File: src/ppt_pkg.sv
// Shared types, constants and the arctangent table of the planar pose transform.
// No dependencies; every other file refers to it by scoped names.
package ppt_pkg;

   localparam int POS_WIDTH_DEF     = 32;
   localparam int ANGLE_WIDTH_DEF   = 24;
   localparam int CORDIC_STAGES_DEF = 20;

   // fixed-point layout of the datapath
   localparam int ANG_INT_BITS = 4;
   localparam int WORK_FRAC    = 32;
   localparam int GUARD_BITS   = 8;
   localparam int POS_EXTRA    = 12;   // diff bit, guard bits, negate and CORDIC growth
   localparam int Z_WIDTH      = 38;

   // gain correction K in Q31, rounding point after dropping guard bits
   localparam int          GAIN_FRAC  = 31;
   localparam int          GAIN_W     = 31;
   localparam logic [30:0] GAIN_K     = 31'd1304065748;
   localparam int          GAIN_SHIFT = GAIN_FRAC + GUARD_BITS;
   localparam int          ROUND_BIT  = GAIN_SHIFT - 1;
   localparam int          GAIN_LAT   = 5;

   typedef logic signed [Z_WIDTH-1:0] angle_type;

   localparam angle_type HALF_PI = 38'sd6746518852;
   localparam angle_type PI_Q    = 38'sd13493037705;
   localparam angle_type TWO_PI  = 38'sd26986075409;

   typedef enum logic [1:0] {
      OP_TO_WORLD = 2'd0,
      OP_COMPOSE  = 2'd1,
      OP_RELATIVE = 2'd2,
      OP_NONE     = 2'd3
   } opcode_type;

   // atan(2^-idx) with 32 fraction bits
   function automatic angle_type atan_const(input int idx);
      angle_type value;
      case (idx)
         0:  value = 38'sd3373259426;
         1:  value = 38'sd1991351318;
         2:  value = 38'sd1052175346;
         3:  value = 38'sd534100635;
         4:  value = 38'sd268086748;
         5:  value = 38'sd134174063;
         6:  value = 38'sd67103403;
         7:  value = 38'sd33553749;
         8:  value = 38'sd16777131;
         9:  value = 38'sd8388597;
         10: value = 38'sd4194303;
         default: value = angle_type'(64'sd1 <<< (WORK_FRAC - idx));
      endcase
      return value;
   endfunction

endpackage

File: src/ppt_cordic_cell.sv
// One CORDIC rotation cell: a fixed shift and arctangent step, registered.
// Uses ppt_pkg for the angle type and the arctangent table.
module ppt_cordic_cell #(
   parameter int XW     = ppt_pkg::POS_WIDTH_DEF + ppt_pkg::POS_EXTRA,
   parameter int SIDE_W = 1,
   parameter int STEP   = 0
) (
   input  logic                     clock,
   input  logic                     reset,
   input  logic                     in_valid,
   input  logic signed [XW-1:0]     in_x,
   input  logic signed [XW-1:0]     in_y,
   input  ppt_pkg::angle_type       in_z,
   input  logic [SIDE_W-1:0]        in_side,
   output logic                     out_valid,
   output logic signed [XW-1:0]     out_x,
   output logic signed [XW-1:0]     out_y,
   output ppt_pkg::angle_type       out_z,
   output logic [SIDE_W-1:0]        out_side
);

   localparam ppt_pkg::angle_type ATAN = ppt_pkg::atan_const(STEP);

   logic                 valid_ff;
   logic signed [XW-1:0] x_ff, x_in, y_ff, y_in;
   ppt_pkg::angle_type   z_ff, z_in;
   logic [SIDE_W-1:0]    side_ff;
   logic signed [XW-1:0] dx, dy;

   assign dx = in_y >>> STEP;
   assign dy = in_x >>> STEP;

   always_comb begin
      if (!in_z[ppt_pkg::Z_WIDTH-1]) begin
         x_in = in_x - dx;
         y_in = in_y + dy;
         z_in = in_z - ATAN;
      end else begin
         x_in = in_x + dx;
         y_in = in_y - dy;
         z_in = in_z + ATAN;
      end
   end

   always_ff @(posedge clock) begin
      if (reset) begin
         valid_ff <= 1'b0;
      end else begin
         valid_ff <= in_valid;
      end
   end

   always_ff @(posedge clock) begin
      x_ff    <= x_in;
      y_ff    <= y_in;
      z_ff    <= z_in;
      side_ff <= in_side;
   end

   assign out_valid = valid_ff;
   assign out_x     = x_ff;
   assign out_y     = y_ff;
   assign out_z     = z_ff;
   assign out_side  = side_ff;

endmodule

File: config.mk
export PLATFORM = sky130hd
export DESIGN_NAME = ppt_cordic_cell
export DESIGN_NICKNAME = d
export VERILOG_FILES = /design/src/ppt_pkg.sv /design/src/ppt_cordic_cell.sv
export SDC_FILE = /design/constraint.sdc
export NUM_CORES = 1
export LEC_CHECK = 0
export BUFFER_PORTS_ARGS = -buffer_cell sky130_fd_sc_hd__buf_4
export CORE_MARGIN = 3
export CORE_UTILIZATION = 30
export CTS_BUF_LIST = sky130_fd_sc_hd__clkbuf_8
export DETAILED_ROUTE_END_ITERATION = 7
export PLACE_DENSITY = 0.53
export SYNTH_ARGS = -nofsm -noshare
export SYNTH_HDL_FRONTEND = slang
export SYNTH_SLANG_ARGS = --single-unit
File: constraint.sdc
create_clock -name clock -period 4.5 [get_ports clock]
set_clock_uncertainty 0.2 [all_clocks]
set_input_delay 0.225 -clock clock [delete_from_list [all_inputs] [get_ports clock]]
set_output_delay 0.225 -clock clock [all_outputs]
set_load 0.1 [all_outputs]
==> flow_metrics.env <==
export IMPL_critPathRequiredTime_ns=4.73
export IMPL_cts_buffers=17
export IMPL_power_density_nw_per_um2=427.3
export IMPL_yosysTopAreaCell="dfxtp_1"
export IMPL_diodes=0
export IMPL_synth_top_cell_area_share_pct=20.76
export IMPL_syn_avg_cell_area_um2=7.736
export IMPL_vias_per_cell=5.260
export IMPL_tns_ns=0
export IMPL_drv_slew=0
export IMPL_syn_inst=1583
export IMPL_cts_tree="done"
export IMPL_finalSetupViolCount=0
export IMPL_drc=0
export IMPL_cts_setup_buffers=0
export IMPL_vdd_drop_max_uv=388.7
export IMPL_hold_class="primary input to flip-flop"
export IMPL_synth_edf_count=0
export IMPL_via_count=12580
export IMPL_syn_nets=1896
export IMPL_avgRoutedWirePerCell_um=19.01
export IMPL_synth_distinct_cells=77
export IMPL_post_dp_cell_area_um2=14640
export IMPL_core_area_um2=40010
export IMPL_fin_crit_ns=4.198
export IMPL_synth_most_common_cell="a21oi_1"
export IMPL_max_slew_margin_pct=46.75
export IMPL_max_cap_viol_count=0
export IMPL_cp_max_fo=52
export IMPL_clkTransAtPathRegs_ns=0.08
export IMPL_nets=2167
export IMPL_drive_above_1_share_pct=17.89
export IMPL_std_cell_rows=73
export IMPL_yosys_warnings=0
export IMPL_clock_fmax_ghz=0.2382
export IMPL_die_w_um=208.0
export IMPL_synth_ff_type="dfxtp_1"
export IMPL_synth_area_leaders="dfxtp_1 (21%), ha_1 (18%), a21oi_1 (8.1%)"
export IMPL_grt_pass1_wl_mm=69.38
export IMPL_min_path_cells=3
export IMPL_die_y_um=208.0
export IMPL_die_area_um2=43280
export IMPL_drtIter0Drc=889
export IMPL_ys_ff_latch=127
export IMPL_min_from="in_y[43]"
export IMPL_hold_viol=0
export IMPL_grt_overflow_total=0
export IMPL_start_util_pct=30.61
export IMPL_grt_pass1_vias=12100
export IMPL_post_dp_hpwl_mm=36.69
export IMPL_antenna_found_initial=2
export IMPL_crit_type="primary input to flip-flop"
export IMPL_syn2layout_area_growth_pct=26.94
export IMPL_yosysSeqAreaShare_pct=20.76
export IMPL_clk_path_buf_depth=2
export IMPL_async_flop_share_pct=0
export IMPL_status="completed"
export IMPL_gp_congestion=0.8971
export IMPL_numPortBuffers=257
export IMPL_start_kind="primary input"
export IMPL_synthTopCellsByCount="a21oi_1 (199), ha_1 (179), inv_1 (133)"
export IMPL_p_leak_nw=7.353
export IMPL_syn_area_um2=12250
export IMPL_drt_pass1_iter_count=5
export IMPL_design_area_um2=15550
export IMPL_routed_wl_mm=45.48
export IMPL_grt_max_degree=63
export IMPL_rsz0062_at_grt="false"
export IMPL_cts_max_level=4
export IMPL_cts_root_buffer="clkbuf_8"
export IMPL_drtAntennaViolNets=0
export IMPL_worst_pin_slew_ns=0.7920
export IMPL_period_share_pct=93.30
export IMPL_endpoint_kind="flip-flop"
export IMPL_ioPinCount=258
export IMPL_grt_use_total_pct=20.13
export IMPL_arrival_ns=4.42
export IMPL_clock_sinks=127
export IMPL_holdPathEnd="out_y[43]$_DFF_P_"
-- sequential cells by signal (all words and copies together) (netlist names) --
register   count
out_side       1
out_valid      1
out_x         44
out_y         43
out_z         38
-- report_power, final --
part	internal, mW	switching, mW
clock	0.602	0.534
combinational	0.989	3.03
sequential	1.39	0.0970
total	2.98	3.66
-- repair_timing --
action                     in CTS  in global routing
hold buffers                   47                  0
gates resized for setup         0                  1
setup endpoints to repair       0                  1
hold endpoints to repair       42                  0
-- critical path, stage by stage --
cell           delay, ns
dlygate4sd3_1       0.52
buf_4               0.18
buf_4               0.49
ha_1                0.40
a21o_1              0.21
a21oi_1             0.21
o21bai_1            0.11
a22oi_1             0.14
o21ai_1             0.17
o21a_1              0.27
a21o_1              0.20
a21oi_1             0.25
o21ai_1             0.15
a311oi_1            0.30
dlygate4sd3_1       0.59
-- layer usage --
layer  GRT usage, %  wire [um]
met1          27.63      21440
met2          32.73      20690
met3          3.649       2649
met4          4.976        686
met5              0         13
-- how the worst max path moves through the flow --
| stage | from | to | slack, ns |
|---|---|---|---|
| after CTS | in_z[37] | out_z[37]$_DFF_P_ | 0.37 |
| after global placement | in_x[22] | out_y[41]$_DFF_P_ | 0.73 |
| after detailed placement | in_x[8] | out_x[42]$_DFF_P_ | 0.65 |
| after floorplan | in_z[37] | out_z[37]$_DFF_P_ | 0.82 |
| final | in_z[37] | out_z[37]$_DFF_P_ | 0.30 |
| after global routing | in_z[37] | out_z[37]$_DFF_P_ | 0.05 |
-- through the flow --
stage	util (%)	setup WS (ns)	power (mW)	cells	hold slack [ns]
after global placement	36.60	0.7289	5.481	2313	0.1329
after CTS	38.85	0.3732	6.677	2392	0.01277
after global routing	38.86	0.05264	6.922	2392	0.04804
after detailed placement	36.60	0.6535	5.471	2313	0.1336
after floorplan	-	0.8178	4.502	1583	0.05272
final	38.86	0.3016	6.643	2392	0.04437
-- final cells by class --
cell class                 count  area [um2]
multi-input combinational   1249        8892
clock inverter                11       138.9
tap                          525       656.9
clock buffer                  21       289.0
timing repair buffer         315        2486
inverter                     144       540.5
sequential                   127        2542
fill                        4232       24460
-- cell families after synthesis --
group,synth area share [%]
AOI/OAI and AO/OA,29.52
xor gates and xnor gates,8.224
adders and majority gates,18.94
buffers and inverters,6.631
DFF,20.76
muxes,1.737
and+or+nand+nor,14.19
-- cell usage in the layout (no fill, tap or decap), types with 15 or more instances in the layout --
cell,synthesis,routed
a21o_1,70,70
xor2_1,15,15
o31ai_1,15,15
a211oi_1,17,17
nor2_1,125,125
o21bai_1,39,39
dfxtp_1,127,127
o21ai_1,15,15
dlygate4sd3_1,0,47
a21oi_1,199,199
nand2_1,78,78
xnor2_1,100,100
inv_1,133,135
a31oi_1,19,19
ha_1,179,179
buf_4,1,267
mux2i_1,19,19
nor3_1,32,32
nand3_1,22,22
clkbuf_8,0,21
o21ai_0,94,94
nand4_1,19,19
No activity file was read; power rests on OpenSTA's default activity.
