[src/ppt_pkg.sv]
// Shared types, constants and the arctangent table of the planar pose transform.
// No dependencies; every other file refers to it by scoped names.
package ppt_pkg;

   localparam int POS_WIDTH_DEF     = 32;
   localparam int ANGLE_WIDTH_DEF   = 24;
   localparam int CORDIC_STAGES_DEF = 20;

   // fixed-point layout of the datapath
   localparam int ANG_INT_BITS = 4;
   localparam int WORK_FRAC    = 32;
   localparam int GUARD_BITS   = 8;
   localparam int POS_EXTRA    = 12;   // diff bit, guard bits, negate and CORDIC growth
   localparam int Z_WIDTH      = 38;

   // gain correction K in Q31, rounding point after dropping guard bits
   localparam int          GAIN_FRAC  = 31;
   localparam int          GAIN_W     = 31;
   localparam logic [30:0] GAIN_K     = 31'd1304065748;
   localparam int          GAIN_SHIFT = GAIN_FRAC + GUARD_BITS;
   localparam int          ROUND_BIT  = GAIN_SHIFT - 1;
   localparam int          GAIN_LAT   = 5;

   typedef logic signed [Z_WIDTH-1:0] angle_type;

   localparam angle_type HALF_PI = 38'sd6746518852;
   localparam angle_type PI_Q    = 38'sd13493037705;
   localparam angle_type TWO_PI  = 38'sd26986075409;

   typedef enum logic [1:0] {
      OP_TO_WORLD = 2'd0,
      OP_COMPOSE  = 2'd1,
      OP_RELATIVE = 2'd2,
      OP_NONE     = 2'd3
   } opcode_type;

   // atan(2^-idx) with 32 fraction bits
   function automatic angle_type atan_const(input int idx);
      angle_type value;
      case (idx)
         0:  value = 38'sd3373259426;
         1:  value = 38'sd1991351318;
         2:  value = 38'sd1052175346;
         3:  value = 38'sd534100635;
         4:  value = 38'sd268086748;
         5:  value = 38'sd134174063;
         6:  value = 38'sd67103403;
         7:  value = 38'sd33553749;
         8:  value = 38'sd16777131;
         9:  value = 38'sd8388597;
         10: value = 38'sd4194303;
         default: value = angle_type'(64'sd1 <<< (WORK_FRAC - idx));
      endcase
      return value;
   endfunction

endpackage

[src/ppt_gain.sv]
// One output lane: CORDIC gain correction, rounding, base offset and clipping.
// Five register stages; uses ppt_pkg for the gain constant and layout.
module ppt_gain #(
   parameter int POS_WIDTH = ppt_pkg::POS_WIDTH_DEF
) (
   input  logic                                          clock,
   input  logic signed [POS_WIDTH+ppt_pkg::POS_EXTRA-1:0] in_v,
   input  logic signed [POS_WIDTH-1:0]                   in_base,
   input  logic                                          in_add,
   output logic signed [POS_WIDTH-1:0]                   out_res,
   output logic                                          out_clip
);

   localparam int MW  = POS_WIDTH + ppt_pkg::POS_EXTRA;
   localparam int LO  = MW / 2;
   localparam int HI  = MW - LO;
   localparam int AW  = MW + ppt_pkg::GAIN_W + 1;
   localparam int RW  = AW - ppt_pkg::GAIN_SHIFT;
   localparam int OW  = RW + 1;
   localparam int SW  = OW + 1;

   // stage 1: magnitude
   logic                            neg1_ff;
   logic [MW-1:0]                   mag1_ff, mag1_in;
   logic signed [POS_WIDTH-1:0]     base1_ff;
   logic                            add1_ff;
   // stage 2: partial products
   logic                            neg2_ff;
   logic [LO+ppt_pkg::GAIN_W-1:0]   plo2_ff, plo2_in;
   logic [HI+ppt_pkg::GAIN_W-1:0]   phi2_ff, phi2_in;
   logic signed [POS_WIDTH-1:0]     base2_ff;
   logic                            add2_ff;
   // stage 3: rounded magnitude
   logic                            neg3_ff;
   logic [RW-1:0]                   r3_ff;
   logic [AW-1:0]                   acc;
   logic signed [POS_WIDTH-1:0]     base3_ff;
   logic                            add3_ff;
   // stage 4: signed value
   logic signed [OW-1:0]            s4_ff, s4_in, r_signed;
   logic signed [POS_WIDTH-1:0]     base4_ff;
   logic                            add4_ff;
   // stage 5: offset and clip
   logic signed [SW-1:0]            sum;
   logic [SW-POS_WIDTH:0]           upper;
   logic                            ovf;
   logic signed [POS_WIDTH-1:0]     res5_ff, res5_in;
   logic                            clip5_ff;

   assign mag1_in = in_v[MW-1] ? MW'(-in_v) : MW'(in_v);

   assign plo2_in = (LO+ppt_pkg::GAIN_W)'(mag1_ff[LO-1:0]) *
                    (LO+ppt_pkg::GAIN_W)'(ppt_pkg::GAIN_K);
   assign phi2_in = (HI+ppt_pkg::GAIN_W)'(mag1_ff[MW-1:LO]) *
                    (HI+ppt_pkg::GAIN_W)'(ppt_pkg::GAIN_K);

   // round half away from zero on the magnitude
   assign acc = (AW'(phi2_ff) << LO) + AW'(plo2_ff) + (AW'(1) << ppt_pkg::ROUND_BIT);

   assign r_signed = $signed({1'b0, r3_ff});
   assign s4_in    = neg3_ff ? -r_signed : r_signed;

   always_comb begin
      sum   = SW'(s4_ff) + (add4_ff ? SW'(base4_ff) : SW'(0));
      upper = sum[SW-1:POS_WIDTH-1];
      ovf   = !((&upper) || !(|upper));
      res5_in = ovf ? {sum[SW-1], {(POS_WIDTH-1){~sum[SW-1]}}} : sum[POS_WIDTH-1:0];
   end

   always_ff @(posedge clock) begin
      neg1_ff  <= in_v[MW-1];
      mag1_ff  <= mag1_in;
      base1_ff <= in_base;
      add1_ff  <= in_add;

      neg2_ff  <= neg1_ff;
      plo2_ff  <= plo2_in;
      phi2_ff  <= phi2_in;
      base2_ff <= base1_ff;
      add2_ff  <= add1_ff;

      neg3_ff  <= neg2_ff;
      r3_ff    <= acc[AW-1:ppt_pkg::GAIN_SHIFT];
      base3_ff <= base2_ff;
      add3_ff  <= add2_ff;

      s4_ff    <= s4_in;
      base4_ff <= base3_ff;
      add4_ff  <= add3_ff;

      res5_ff  <= res5_in;
      clip5_ff <= ovf;
   end

   assign out_res  = res5_ff;
   assign out_clip = clip5_ff;

endmodule

[config.mk]
export PLATFORM = sky130hd
export DESIGN_NAME = ppt_gain
export DESIGN_NICKNAME = d
export VERILOG_FILES = /design/src/ppt_pkg.sv /design/src/ppt_gain.sv
export SDC_FILE = /design/constraint.sdc
export NUM_CORES = 2
export LEC_CHECK = 0
export BUFFER_PORTS_ARGS = -buffer_cell sky130_fd_sc_hd__buf_4
export CAP_MARGIN = 15
export CORE_MARGIN = 2
export CORE_UTILIZATION = 35
export DETAILED_ROUTE_END_ITERATION = 8
export GPL_ROUTABILITY_DRIVEN = 0
export PLACE_DENSITY = 0.55
export SYNTH_ARGS = -nofsm -noshare
export SYNTH_HDL_FRONTEND = slang
export SYNTH_SLANG_ARGS = --single-unit
export TNS_END_PERCENT = 1
[constraint.sdc]
create_clock -name clock -period 6.45 [get_ports clock]
set_input_delay 1.29 -clock clock [delete_from_list [all_inputs] [get_ports clock]]
set_output_delay 1.29 -clock clock [all_outputs]
set_load 0.01 [all_outputs]
==> results.sh <==
export IMPL_r2r_end="plo2_ff[45]"
export IMPL_hpwlAfterDp_um=79420
export IMPL_ys_warn_count=0
export IMPL_clockBufferDepth=3
export IMPL_synth_top_cell_by_area="fa_1"
export IMPL_status="complete, but fails checks"
export IMPL_relSlewSlack_pct=32.24
export IMPL_dp_slack_ns=-0.3734
export IMPL_cts_inserted_buffers=43
export IMPL_diodes=0
export IMPL_multi_input_area_um2=25550
export IMPL_final_nets=5039
export IMPL_cpMostUsedCell="fa_1"
export IMPL_start_kind="register"
export IMPL_avgSynthCellArea_um2=10.28
export IMPL_filler_cell_count=9775
export IMPL_drv_cap=0
export IMPL_cp_end_kind="register"
export IMPL_drtPass1Iterations=5
export IMPL_synth_most_common_cell="inv_1"
export IMPL_routed_wl_um=90620
export IMPL_cts_root_buf="clkbuf_16"
export IMPL_clock_fmax_ghz=0.1536
export IMPL_synth_top_area_share_pct=29.83
export IMPL_grt_use_met2_pct=28.49
export IMPL_clk_latency_ns=0.62
export IMPL_met3_usage_pct=3.560
export IMPL_critical_path_peak_fanout=4
export IMPL_yosys_top_cells_count="inv_1 (784), fa_1 (528), ha_1 (522), dfxtp_1 (367), xnor2_1 (155)"
export IMPL_cts_hold_buffers_added=0
export IMPL_antenna_found_initial=1
export IMPL_die_area_um2=103800
export IMPL_cpPeakStageDelay_ns=0.62
export IMPL_cts_htree_levels=2
export IMPL_cp_cell_sequence="fa_1 -> fa_1 -> fa_2 -> fa_1 -> fa_2 -> fa_1 -> inv_2 -> fa_1 -> inv_2 -> ha_4 -> buf_4 -> nand3_2 -> a211oi_4 -> buf_4 -> o21ai_2 -> o21ai_2 -> a31o_4 -> o2111a_2 -> o31ai_4 -> buf_4 -> a211o_1 -> o311ai_2"
export IMPL_rr_worst_depth=22
export IMPL_critPathArrivalTime_ns=7.02
export IMPL_drv_slew=0
export IMPL_worst_r2r_setup_slack_ns=-0.06
export IMPL_clk_pin_slew_ns=0.06
export IMPL_worst_pin_slew_ns=1.009
export IMPL_synth_seq_cells=367
export IMPL_ys_seq_area_share_pct=20.73
export IMPL_drtIter0Drc=1133
export IMPL_grt_setup_unrepaired="true"
export IMPL_area_growth_pct=20.14
export IMPL_via_per_inst=4.589
export IMPL_synthesis_area_um2=35440
export IMPL_netlist_instances=3448
export IMPL_min_path_cells=0
export IMPL_worst_slack_ns=-0.05852
export IMPL_yosysUniqueCellTypes=83
export IMPL_io_pins=111
export IMPL_worstSetupPathType="reg -> reg"
export IMPL_hold_path_class="reg -> reg"
export IMPL_synth_edf_count=0
export IMPL_min_delay_start="base3_ff[7]"
export IMPL_grtUsageMet1_pct=25.41
export IMPL_vias=24330
export IMPL_die_x_um=322.2
export IMPL_critPathRequiredTime_ns=6.97
export IMPL_seqCellArea_um2=7420
export IMPL_fin_crit_ns=6.509
export IMPL_rows=116
export IMPL_grt_max_degree=42
export IMPL_fin_util_pct=42.45
export IMPL_wl_per_cell_um=17.09
export IMPL_cts_tree="done"
export IMPL_busiest_layer="met2"
export IMPL_finalHoldViolCount=0
export IMPL_fin_skew_ns=0.04087
export IMPL_async_flop_share_pct=0
export IMPL_synth_area_top_cells="fa_1 (30%), dfxtp_1 (21%), ha_1 (18%)"
export IMPL_grt_usage_pct=17.92
export IMPL_cpLargestDelayFamily="adder cells"
export IMPL_holdPathEnd="base4_ff[7]"
export IMPL_path_buf_inv=5
export IMPL_port_buffers=110
export IMPL_cp_slowest_cell="fa_1"
export IMPL_antenna_left=0
export IMPL_drc=0
export IMPL_grt_remaining_overflow=0
export IMPL_synthFlopType="dfxtp_1"
export IMPL_start_util_pct=35.33
export IMPL_drive_gt1_share_pct=18.73
export IMPL_finalCritPeriodShare_pct=100.9
export IMPL_grt_pass1_vias=25670
export IMPL_synth_net_count=4576
export IMPL_core_um2=100300
export IMPL_worstReg2RegStart="mag1_ff[9]"
export IMPL_setup_viol_count_final=2
export IMPL_violations="negative setup slack"
export IMPL_die_h_um=322.2
export IMPL_clock_sinks=367
export IMPL_grt_pass1_wl_um=144100
[stage by stage]
stage                     cells  setup TNS [ns]  hold slack (ns)  area [um2]
after global placement     5213          -3.576           0.3114       40300
after detailed placement   5213          -5.240           0.3121       40300
after global routing       5303          -2.822           0.2925       42570
after floorplan            3448               0           0.3096       35440
final                      5303        -0.06816           0.2875       42570
after CTS                  5298        -0.08377           0.2901       42160
[sequential cells by signal (all words and copies together) (netlist names), 29 cells and up]
| signal | count |
|---|---|
| base1_ff | 32 |
| base2_ff | 32 |
| base3_ff | 32 |
| base4_ff | 32 |
| mag1_ff | 44 |
| out_res | 32 |
| phi2_ff | 51 |
| plo2_ff | 29 |
| r3_ff | 37 |
| s4_ff | 38 |
[per-layer routing]
| layer | part of all wire, % | vias to the layer above |
|---|---|---|
| li1 | - | 12010 |
| met1 | 48 | 11740 |
| met2 | 44 | 513 |
| met3 | 6.2 | 78 |
| met4 | 1.6 | 0 |
| met5 | 0 | - |
[worst max-delay path by stage]
| stage | from | to | cells past startpoint |
|---|---|---|---|
| 6_report | mag1_ff[9] | plo2_ff[45] | 22 |
| 3_3_place_gp | mag1_ff[12] | plo2_ff[49] | 24 |
| 3_5_place_dp | mag1_ff[38] | phi2_ff[52] | 24 |
| 2_1_floorplan | mag1_ff[41] | phi2_ff[50] | 23 |
| 5_1_grt | mag1_ff[4] | plo2_ff[45] | 22 |
| 4_1_cts | mag1_ff[39] | phi2_ff[50] | 24 |
[layout make-up]
cell class / count / area share [%]
Clock inverter: 31 / 0.9552
Sequential cell: 367 / 17.43
Tap cell: 1357 / 3.988
Clock buffer: 49 / 2.627
Inverter: 785 / 6.921
Timing Repair Buffer: 455 / 8.071
Multi-Input combinational cell: 2259 / 60.01
[what timing repair did]
item,in CTS,in global routing
pin swaps,59,115
gates resized for setup,80,111
cloned,0,0
endpoints found under the setup margin,32,40
buffers inserted,5,6
hold endpoints to repair,0,0
[cells in the final DEF, fill, tap and decap left out, types with 38 or more instances in the layout]
| cell | n |
|---|---|
| nor2_1 | 98 |
| and2_1 | 40 |
| fa_1 | 503 |
| ha_1 | 494 |
| buf_4 | 452 |
| o21ai_0 | 70 |
| xnor2_1 | 154 |
| inv_1 | 762 |
| xor2_1 | 55 |
| a21o_1 | 88 |
| o21a_1 | 50 |
| nand3_1 | 38 |
| dfxtp_1 | 331 |
| nand2_1 | 125 |
| a21oi_1 | 109 |
| clkbuf_16 | 43 |
[cell families (layout without fill, tap and decap cells)]
logic type               count (synthesis)  count (layout)  synth area share, %
AO/OA/AOI/OAI                          506             506                9.873
multiplexers                             3               3              0.09533
flip-flops                             367             367                20.73
buffers and inverters                  822            1320                8.866
adder cells (fa/ha/maj)               1050            1050                48.26
XOR/XNOR                               210             210                5.190
AND/OR/NAND/NOR                        490             490                6.981
Power is not shown: default switching activity piles up to over one toggle a cycle in this logic, so the estimate is an artifact.
