--- config.mk ---
export PLATFORM = sky130hd
export DESIGN_NAME = ppt_prep
export DESIGN_NICKNAME = d
export VERILOG_FILES = /design/src/ppt_pkg.sv /design/src/ppt_prep.sv
export SDC_FILE = /design/constraint.sdc
export NUM_CORES = 1
export LEC_CHECK = 0
export BUFFER_PORTS_ARGS = -buffer_cell sky130_fd_sc_hd__buf_2
export CAP_MARGIN = 15
export CORE_MARGIN = 2
export CORE_UTILIZATION = 40
export CTS_CLUSTER_DIAMETER = 80
export DETAILED_ROUTE_END_ITERATION = 16
export SYNTH_ARGS = -nofsm -noshare
export SYNTH_HDL_FRONTEND = slang
export SYNTH_SLANG_ARGS = --single-unit
--- constraint.sdc ---
create_clock -name clock -period 5.24 [get_ports clock]
set_clock_uncertainty 0.2 [all_clocks]
set_input_delay 0.262 -clock clock [delete_from_list [all_inputs] [get_ports clock]]
set_output_delay 0.262 -clock clock [all_outputs]
set_load 0.1 [all_outputs]
--- src/ppt_pkg.sv ---
// Shared types, constants and the arctangent table of the planar pose transform.
// No dependencies; every other file refers to it by scoped names.
package ppt_pkg;

   localparam int POS_WIDTH_DEF     = 32;
   localparam int ANGLE_WIDTH_DEF   = 24;
   localparam int CORDIC_STAGES_DEF = 20;

   // fixed-point layout of the datapath
   localparam int ANG_INT_BITS = 4;
   localparam int WORK_FRAC    = 32;
   localparam int GUARD_BITS   = 8;
   localparam int POS_EXTRA    = 12;   // diff bit, guard bits, negate and CORDIC growth
   localparam int Z_WIDTH      = 38;

   // gain correction K in Q31, rounding point after dropping guard bits
   localparam int          GAIN_FRAC  = 31;
   localparam int          GAIN_W     = 31;
   localparam logic [30:0] GAIN_K     = 31'd1304065748;
   localparam int          GAIN_SHIFT = GAIN_FRAC + GUARD_BITS;
   localparam int          ROUND_BIT  = GAIN_SHIFT - 1;
   localparam int          GAIN_LAT   = 5;

   typedef logic signed [Z_WIDTH-1:0] angle_type;

   localparam angle_type HALF_PI = 38'sd6746518852;
   localparam angle_type PI_Q    = 38'sd13493037705;
   localparam angle_type TWO_PI  = 38'sd26986075409;

   typedef enum logic [1:0] {
      OP_TO_WORLD = 2'd0,
      OP_COMPOSE  = 2'd1,
      OP_RELATIVE = 2'd2,
      OP_NONE     = 2'd3
   } opcode_type;

   // atan(2^-idx) with 32 fraction bits
   function automatic angle_type atan_const(input int idx);
      angle_type value;
      case (idx)
         0:  value = 38'sd3373259426;
         1:  value = 38'sd1991351318;
         2:  value = 38'sd1052175346;
         3:  value = 38'sd534100635;
         4:  value = 38'sd268086748;
         5:  value = 38'sd134174063;
         6:  value = 38'sd67103403;
         7:  value = 38'sd33553749;
         8:  value = 38'sd16777131;
         9:  value = 38'sd8388597;
         10: value = 38'sd4194303;
         default: value = angle_type'(64'sd1 <<< (WORK_FRAC - idx));
      endcase
      return value;
   endfunction

endpackage

--- src/ppt_prep.sv ---
// Front end of the pose transform: operand selection, heading result and
// rotation angle reduction into [-pi/2, pi/2]. Uses ppt_pkg.
module ppt_prep #(
   parameter int POS_WIDTH   = ppt_pkg::POS_WIDTH_DEF,
   parameter int ANGLE_WIDTH = ppt_pkg::ANGLE_WIDTH_DEF
) (
   input  logic                                          clock,
   input  logic                                          reset,
   input  logic                                          in_valid,
   input  logic [1:0]                                    opcode,
   input  logic signed [POS_WIDTH-1:0]                   base_x,
   input  logic signed [POS_WIDTH-1:0]                   base_y,
   input  logic signed [ANGLE_WIDTH-1:0]                 base_theta,
   input  logic signed [POS_WIDTH-1:0]                   other_x,
   input  logic signed [POS_WIDTH-1:0]                   other_y,
   input  logic signed [ANGLE_WIDTH-1:0]                 other_theta,
   output logic                                          out_valid,
   output logic signed [POS_WIDTH+ppt_pkg::POS_EXTRA-1:0] out_x,
   output logic signed [POS_WIDTH+ppt_pkg::POS_EXTRA-1:0] out_y,
   output ppt_pkg::angle_type                            out_z,
   output logic                                          out_add_base,
   output logic signed [POS_WIDTH-1:0]                   out_base_x,
   output logic signed [POS_WIDTH-1:0]                   out_base_y,
   output logic signed [ANGLE_WIDTH-1:0]                 out_theta,
   output logic                                          out_theta_clip
);

   localparam int XW        = POS_WIDTH + ppt_pkg::POS_EXTRA;
   localparam int ANG_SHIFT = ppt_pkg::WORK_FRAC - (ANGLE_WIDTH - ppt_pkg::ANG_INT_BITS);

   ppt_pkg::opcode_type op;
   ppt_pkg::angle_type  bt_scaled;
   logic signed [ANGLE_WIDTH:0] tsum;
   logic                        tovf;

   // stage 1
   logic                          valid1_ff, valid1_in;
   logic signed [POS_WIDTH:0]     vx1_ff, vx1_in, vy1_ff, vy1_in;
   ppt_pkg::angle_type            z1_ff, z1_in;
   logic                          add1_ff, add1_in;
   logic signed [POS_WIDTH-1:0]   bx1_ff, by1_ff;
   logic signed [ANGLE_WIDTH-1:0] th1_ff, th1_in;
   logic                          tc1_ff, tc1_in;
   // stage 2
   logic                          valid2_ff;
   logic signed [POS_WIDTH:0]     vx2_ff, vy2_ff;
   ppt_pkg::angle_type            z2_ff, z2_in;
   logic                          add2_ff;
   logic signed [POS_WIDTH-1:0]   bx2_ff, by2_ff;
   logic signed [ANGLE_WIDTH-1:0] th2_ff;
   logic                          tc2_ff;
   // stage 3
   logic                          valid3_ff;
   logic signed [XW-1:0]          x3_ff, x3_in, y3_ff, y3_in;
   ppt_pkg::angle_type            z3_ff, z3_in;
   logic                          add3_ff;
   logic signed [POS_WIDTH-1:0]   bx3_ff, by3_ff;
   logic signed [ANGLE_WIDTH-1:0] th3_ff;
   logic                          tc3_ff;
   logic signed [XW-1:0]          vx_ext, vy_ext;
   logic                          fold;

   assign op        = ppt_pkg::opcode_type'(opcode);
   assign bt_scaled = ppt_pkg::angle_type'(base_theta) <<< ANG_SHIFT;
   assign valid1_in = in_valid;

   always_comb begin
      vx1_in = '0;
      vy1_in = '0;
      z1_in  = '0;
      add1_in = 1'b0;
      tsum   = '0;
      case (op)
         ppt_pkg::OP_TO_WORLD, ppt_pkg::OP_COMPOSE: begin
            vx1_in  = (POS_WIDTH+1)'(other_x);
            vy1_in  = (POS_WIDTH+1)'(other_y);
            z1_in   = bt_scaled;
            add1_in = 1'b1;
            tsum    = (ANGLE_WIDTH+1)'(base_theta) + (ANGLE_WIDTH+1)'(other_theta);
         end
         ppt_pkg::OP_RELATIVE: begin
            vx1_in = (POS_WIDTH+1)'(other_x) - (POS_WIDTH+1)'(base_x);
            vy1_in = (POS_WIDTH+1)'(other_y) - (POS_WIDTH+1)'(base_y);
            z1_in  = -bt_scaled;
            tsum   = (ANGLE_WIDTH+1)'(other_theta) - (ANGLE_WIDTH+1)'(base_theta);
         end
         default: begin
         end
      endcase
   end

   // heading: kept for point mapping, clipped sum or difference, else 0
   always_comb begin
      tovf = tsum[ANGLE_WIDTH] ^ tsum[ANGLE_WIDTH-1];
      case (op)
         ppt_pkg::OP_TO_WORLD: begin
            th1_in = other_theta;
            tc1_in = 1'b0;
         end
         ppt_pkg::OP_COMPOSE, ppt_pkg::OP_RELATIVE: begin
            th1_in = tovf ? {tsum[ANGLE_WIDTH], {(ANGLE_WIDTH-1){~tsum[ANGLE_WIDTH]}}}
                          : tsum[ANGLE_WIDTH-1:0];
            tc1_in = tovf;
         end
         default: begin
            th1_in = '0;
            tc1_in = 1'b0;
         end
      endcase
   end

   // one wrap by 2pi is enough: |z| never exceeds 8 rad
   always_comb begin
      if (z1_ff > ppt_pkg::PI_Q) begin
         z2_in = z1_ff - ppt_pkg::TWO_PI;
      end else if (z1_ff < -ppt_pkg::PI_Q) begin
         z2_in = z1_ff + ppt_pkg::TWO_PI;
      end else begin
         z2_in = z1_ff;
      end
   end

   // fold into the right half plane by pi, negating the vector
   always_comb begin
      vx_ext = XW'(vx2_ff);
      vy_ext = XW'(vy2_ff);
      fold   = 1'b1;
      if (z2_ff > ppt_pkg::HALF_PI) begin
         z3_in = z2_ff - ppt_pkg::PI_Q;
      end else if (z2_ff < -ppt_pkg::HALF_PI) begin
         z3_in = z2_ff + ppt_pkg::PI_Q;
      end else begin
         z3_in = z2_ff;
         fold  = 1'b0;
      end
      x3_in = (fold ? -vx_ext : vx_ext) <<< ppt_pkg::GUARD_BITS;
      y3_in = (fold ? -vy_ext : vy_ext) <<< ppt_pkg::GUARD_BITS;
   end

   always_ff @(posedge clock) begin
      if (reset) begin
         valid1_ff <= 1'b0;
         valid2_ff <= 1'b0;
         valid3_ff <= 1'b0;
      end else begin
         valid1_ff <= valid1_in;
         valid2_ff <= valid1_ff;
         valid3_ff <= valid2_ff;
      end
   end

   always_ff @(posedge clock) begin
      vx1_ff  <= vx1_in;
      vy1_ff  <= vy1_in;
      z1_ff   <= z1_in;
      add1_ff <= add1_in;
      bx1_ff  <= base_x;
      by1_ff  <= base_y;
      th1_ff  <= th1_in;
      tc1_ff  <= tc1_in;

      vx2_ff  <= vx1_ff;
      vy2_ff  <= vy1_ff;
      z2_ff   <= z2_in;
      add2_ff <= add1_ff;
      bx2_ff  <= bx1_ff;
      by2_ff  <= by1_ff;
      th2_ff  <= th1_ff;
      tc2_ff  <= tc1_ff;

      x3_ff   <= x3_in;
      y3_ff   <= y3_in;
      z3_ff   <= z3_in;
      add3_ff <= add2_ff;
      bx3_ff  <= bx2_ff;
      by3_ff  <= by2_ff;
      th3_ff  <= th2_ff;
      tc3_ff  <= tc2_ff;
   end

   assign out_valid      = valid3_ff;
   assign out_x          = x3_ff;
   assign out_y          = y3_ff;
   assign out_z          = z3_ff;
   assign out_add_base   = add3_ff;
   assign out_base_x     = bx3_ff;
   assign out_base_y     = by3_ff;
   assign out_theta      = th3_ff;
   assign out_theta_clip = tc3_ff;

endmodule

==> out/qor.txt <==
post-synth cell types: 80
final WL: 65100 microns
Clk Latency, worst-skew pair: 630 ps
Routed WL per cell: 17.9 microns
worst slew pin tran: 1150 ps
remaining antenna violation count: 0
Slew Viols, Final: 0
Ports: 398
NetSw: 6.77 mW
layout overhead on the synthesized area: 30.4%
first-pass GRT wire length: 98900 microns
1st-iter DRT viols: 950
Final Hold Viols: 0
Max Root-Sink Buffers: 3
VDD IR max: 516 uV
CTS sink count: 567
drt pass-1 iters: 5
Hold WS: 58.7 ps
largest net degree at the start of global routing: 60
row cnt: 86
YS warnings: 0
Syn Area/Cell: 9.81 sq um
register clock-pin slew on the reported worst setup and hold paths: 60 ps
Clock power frac: 29.2%
Hold Path Class: in -> reg
dpl hpwl: 48800 microns
max cap viols: 0
initial antenna violation count: 7
clock period minus worst slack: 4950 ps
Slowest cell on crit path: or4_1
port bufs: 381
status: completed
leakage: 12.8 nW
Worst EP required: 5550 ps
Pwr per Cell Area: 548 nW/um^2
Internal Dissipation: 9.20 mW
RR Endpoint: z2_ff[30]$_DFF_P_
Post-synth EDFFs: 0
sw frac: 42.4%
drt drc: 0
arrival time worst endpoint: 5260 ps
Overflow after GRT: 0
Num CTS Buffers: 58
worst hold stages: 5
CP max stage delay: 590 ps
post-layout total power: 16.0 mW
via count: 18293
critical-path cell list: dlygate4sd3_1 > buf_2 > or4_1 > nor4_4 > nand2_1 > or4_1 > buf_4 > nor3_2 > nor2_1 > xnor2_1 > ha_1 > a21o_1 > a21oi_1 > nand2_1 > o21ai_0 > xor2_2 > a211oi_4 > a221o_1
Hold Startpoint: opcode[1]
Die W: 240 microns
H-tree lvl count: 2
crit path max fanout: 12
Reg power frac: 34.5%
Synth Instances: 2279
Final Cycle Share: 94.5%
Max Clk Rate: 0.202 GHz
area of the multi-input gates: 10100 sq um
vias per cell: 5.02
Fillers: 4951
element type at the critical path end: flip-flop
number of global-route vias before repair: 17620
post-synthesis register bit count: 567
setup violators final: 0
FF-to-FF setup slack: 1440 ps
GRT Total Usage: 21.9%
worst reg-to-reg path cell count: 9
Initial Util: 40.5%
Non-Filler Instances: 3644
critical path class: in -> reg
Slew Limit Headroom: 22.8%
Main synth FF type: dfxtp_1
share of flip-flops with an asynchronous set or reset: 0%
sequential share of the synthesized area: 50.8%
Die Span Y: 240 microns
Sequential Area: 11400 sq um
die area: 57800 sq um
Worst Hold End: th1_ff[23]$_SDFF_PN0_
Core Util, Final: 52.8%
TritonCTS clock tree: built
core area: 55200 sq um
Comb power frac: 36.3%
crit start category: primary input
Post-Synthesis Cell Area: 22400 sq um
Placed Cells: 3343
CTS root buffer: clkbuf_16
gpl congestion: 0.938
final net count: 3141
setup TNS: 0 ps
share of layout cells above drive strength 1: 19.6%
RSZ-0062 raised after global routing: false
reg-to-reg startpoint: z1_ff[14]$_SDFF_PP0_
power groups by stage:
stage	Combinational (mW)	Sequential (mW)	Clock, mW
6_report	5.79	5.51	4.67
5_1_grt	6.07	5.58	4.94
4_1_cts	5.78	5.51	4.77
3_5_place_dp	5.64	5.60	0
3_3_place_gp	5.64	5.59	0
2_1_floorplan	1.72	8.36	0
placed cells by master, fill, tap and decap left out, types with 13 or more instances in the layout:
master	netlist	routed
nor4_1	14	14
o211ai_1	15	15
nor3_1	44	44
ha_1	115	113
nor2b_1	18	18
o21a_1	19	19
xor2_1	83	83
a22oi_1	52	52
dfxtp_1	567	567
a221o_1	23	23
nand2b_1	13	13
or3_1	14	14
a211oi_1	17	17
conb_1	1	16
or4_1	14	14
a31oi_1	31	31
buf_2	4	381
xnor2_1	145	145
nand3_1	37	37
inv_1	113	113
a21o_1	38	38
bufinv_16	0	13
nand4_1	16	16
dlygate4sd3_1	0	185
nor2_1	176	175
o21ai_0	125	125
nand2_1	147	146
a21oi_1	126	126
buf_4	21	43
o31ai_1	26	26
clkbuf_16	0	59
registers in the layout (all words and copies together), names as in the netlist, 29 cells and up:
register / count
bx1_ff: 32
out_y: 36
by1_ff: 32
by2_ff: 32
out_x: 36
vy2_ff: 33
z2_ff: 29
vx2_ff: 33
bx2_ff: 32
out_base_y: 32
out_base_x: 32
vx1_ff: 33
vy1_ff: 33
out_z: 35
layer usage:
layer	wire [microns]	share of wire, %	GRT usage, %	up-vias
met4	1620	2.5	6.64	4
met2	29000	45	34.1	571
li1	-	-	-	9051
met3	4070	6.2	4.19	95
met5	27	0.041	0	-
met1	30400	47	30.7	8572
synthesized netlist by cell type (17+ instances only):
master	instances	share of area, %
dfxtp_1	567	51
nor2_1	176	3.0
nand2_1	147	2.5
xnor2_1	145	5.7
a21oi_1	126	2.8
o21ai_0	125	2.8
ha_1	115	6.4
inv_1	113	1.9
clkbuf_1	88	1.5
xor2_1	83	3.3
a22oi_1	52	1.7
nor3_1	44	0.99
a21o_1	38	1.3
nand3_1	37	0.83
a31oi_1	31	0.87
o31ai_1	26	0.87
a221o_1	23	1.0
buf_4	21	0.71
o21a_1	19	0.64
nor2b_1	18	0.50
a211oi_1	17	0.57
layout make-up:
class                   instances  share of cell area [%]
repair buffers                610                    14.0
clock inverters                34                    2.01
multi-input cells            1491                    34.6
flip-flops and latches        567                    38.9
well taps                     748                    3.21
clock buffers                  76                    5.66
inverters                     114                    1.47
diodes                          4                  0.0343
worst max-delay path, delay by kind of cell:
family,cells,cell delay (ps)
adders and majority gates,1,310
AOI/OAI and AO/OA,5,1360
buffers and inverters,3,880
xor gates and xnor gates,2,640
and+or+nand+nor,7,1800
per-stage QoR:
stage                     worst slack, ps  cell area (sq um)
after CTS                            30.2              29100
after global placement              -35.7              25000
final                                 287              29200
after detailed placement            -33.8              25000
after floorplan                       491              22400
after global routing                 16.2              29200
worst max-delay path by stage:
stage                       start                     to  slack [ps]  cells after the start
floorplan           base_theta[1]  th1_ff[13]$_SDFF_PN0_         490                     18
global placement    base_theta[0]   th1_ff[0]$_SDFF_PN0_         -40                     17
detailed placement  base_theta[0]   th1_ff[2]$_SDFF_PN0_         -30                     17
CTS                 base_theta[0]   th1_ff[2]$_SDFF_PN0_          30                     18
global route        base_theta[0]  th1_ff[22]$_SDFF_PN0_          20                     19
finish              base_theta[0]   th1_ff[1]$_SDFF_PN0_         290                     18
kinds of logic after synthesis:
| kind of cell | share of synthesized area [%] |
|---|---|
| DFF | 50.8 |
| buffers and inverters | 4.48 |
| and+or+nand+nor | 11.6 |
| other | 0.0168 |
| muxes | 0.151 |
| xor gates and xnor gates | 9.13 |
| adders and majority gates | 6.71 |
| AOI/OAI and AO/OA | 17.1 |
what timing repair did:
item / CTS / global route
resized for setup: 0 / 1
hold buffers: 185 / 0
setup endpoints to repair: 0 / 23
setup buffers: 0 / 0
hold endpoints to repair: 183 / 0
Note: power is estimated with default switching activity, not from simulation.
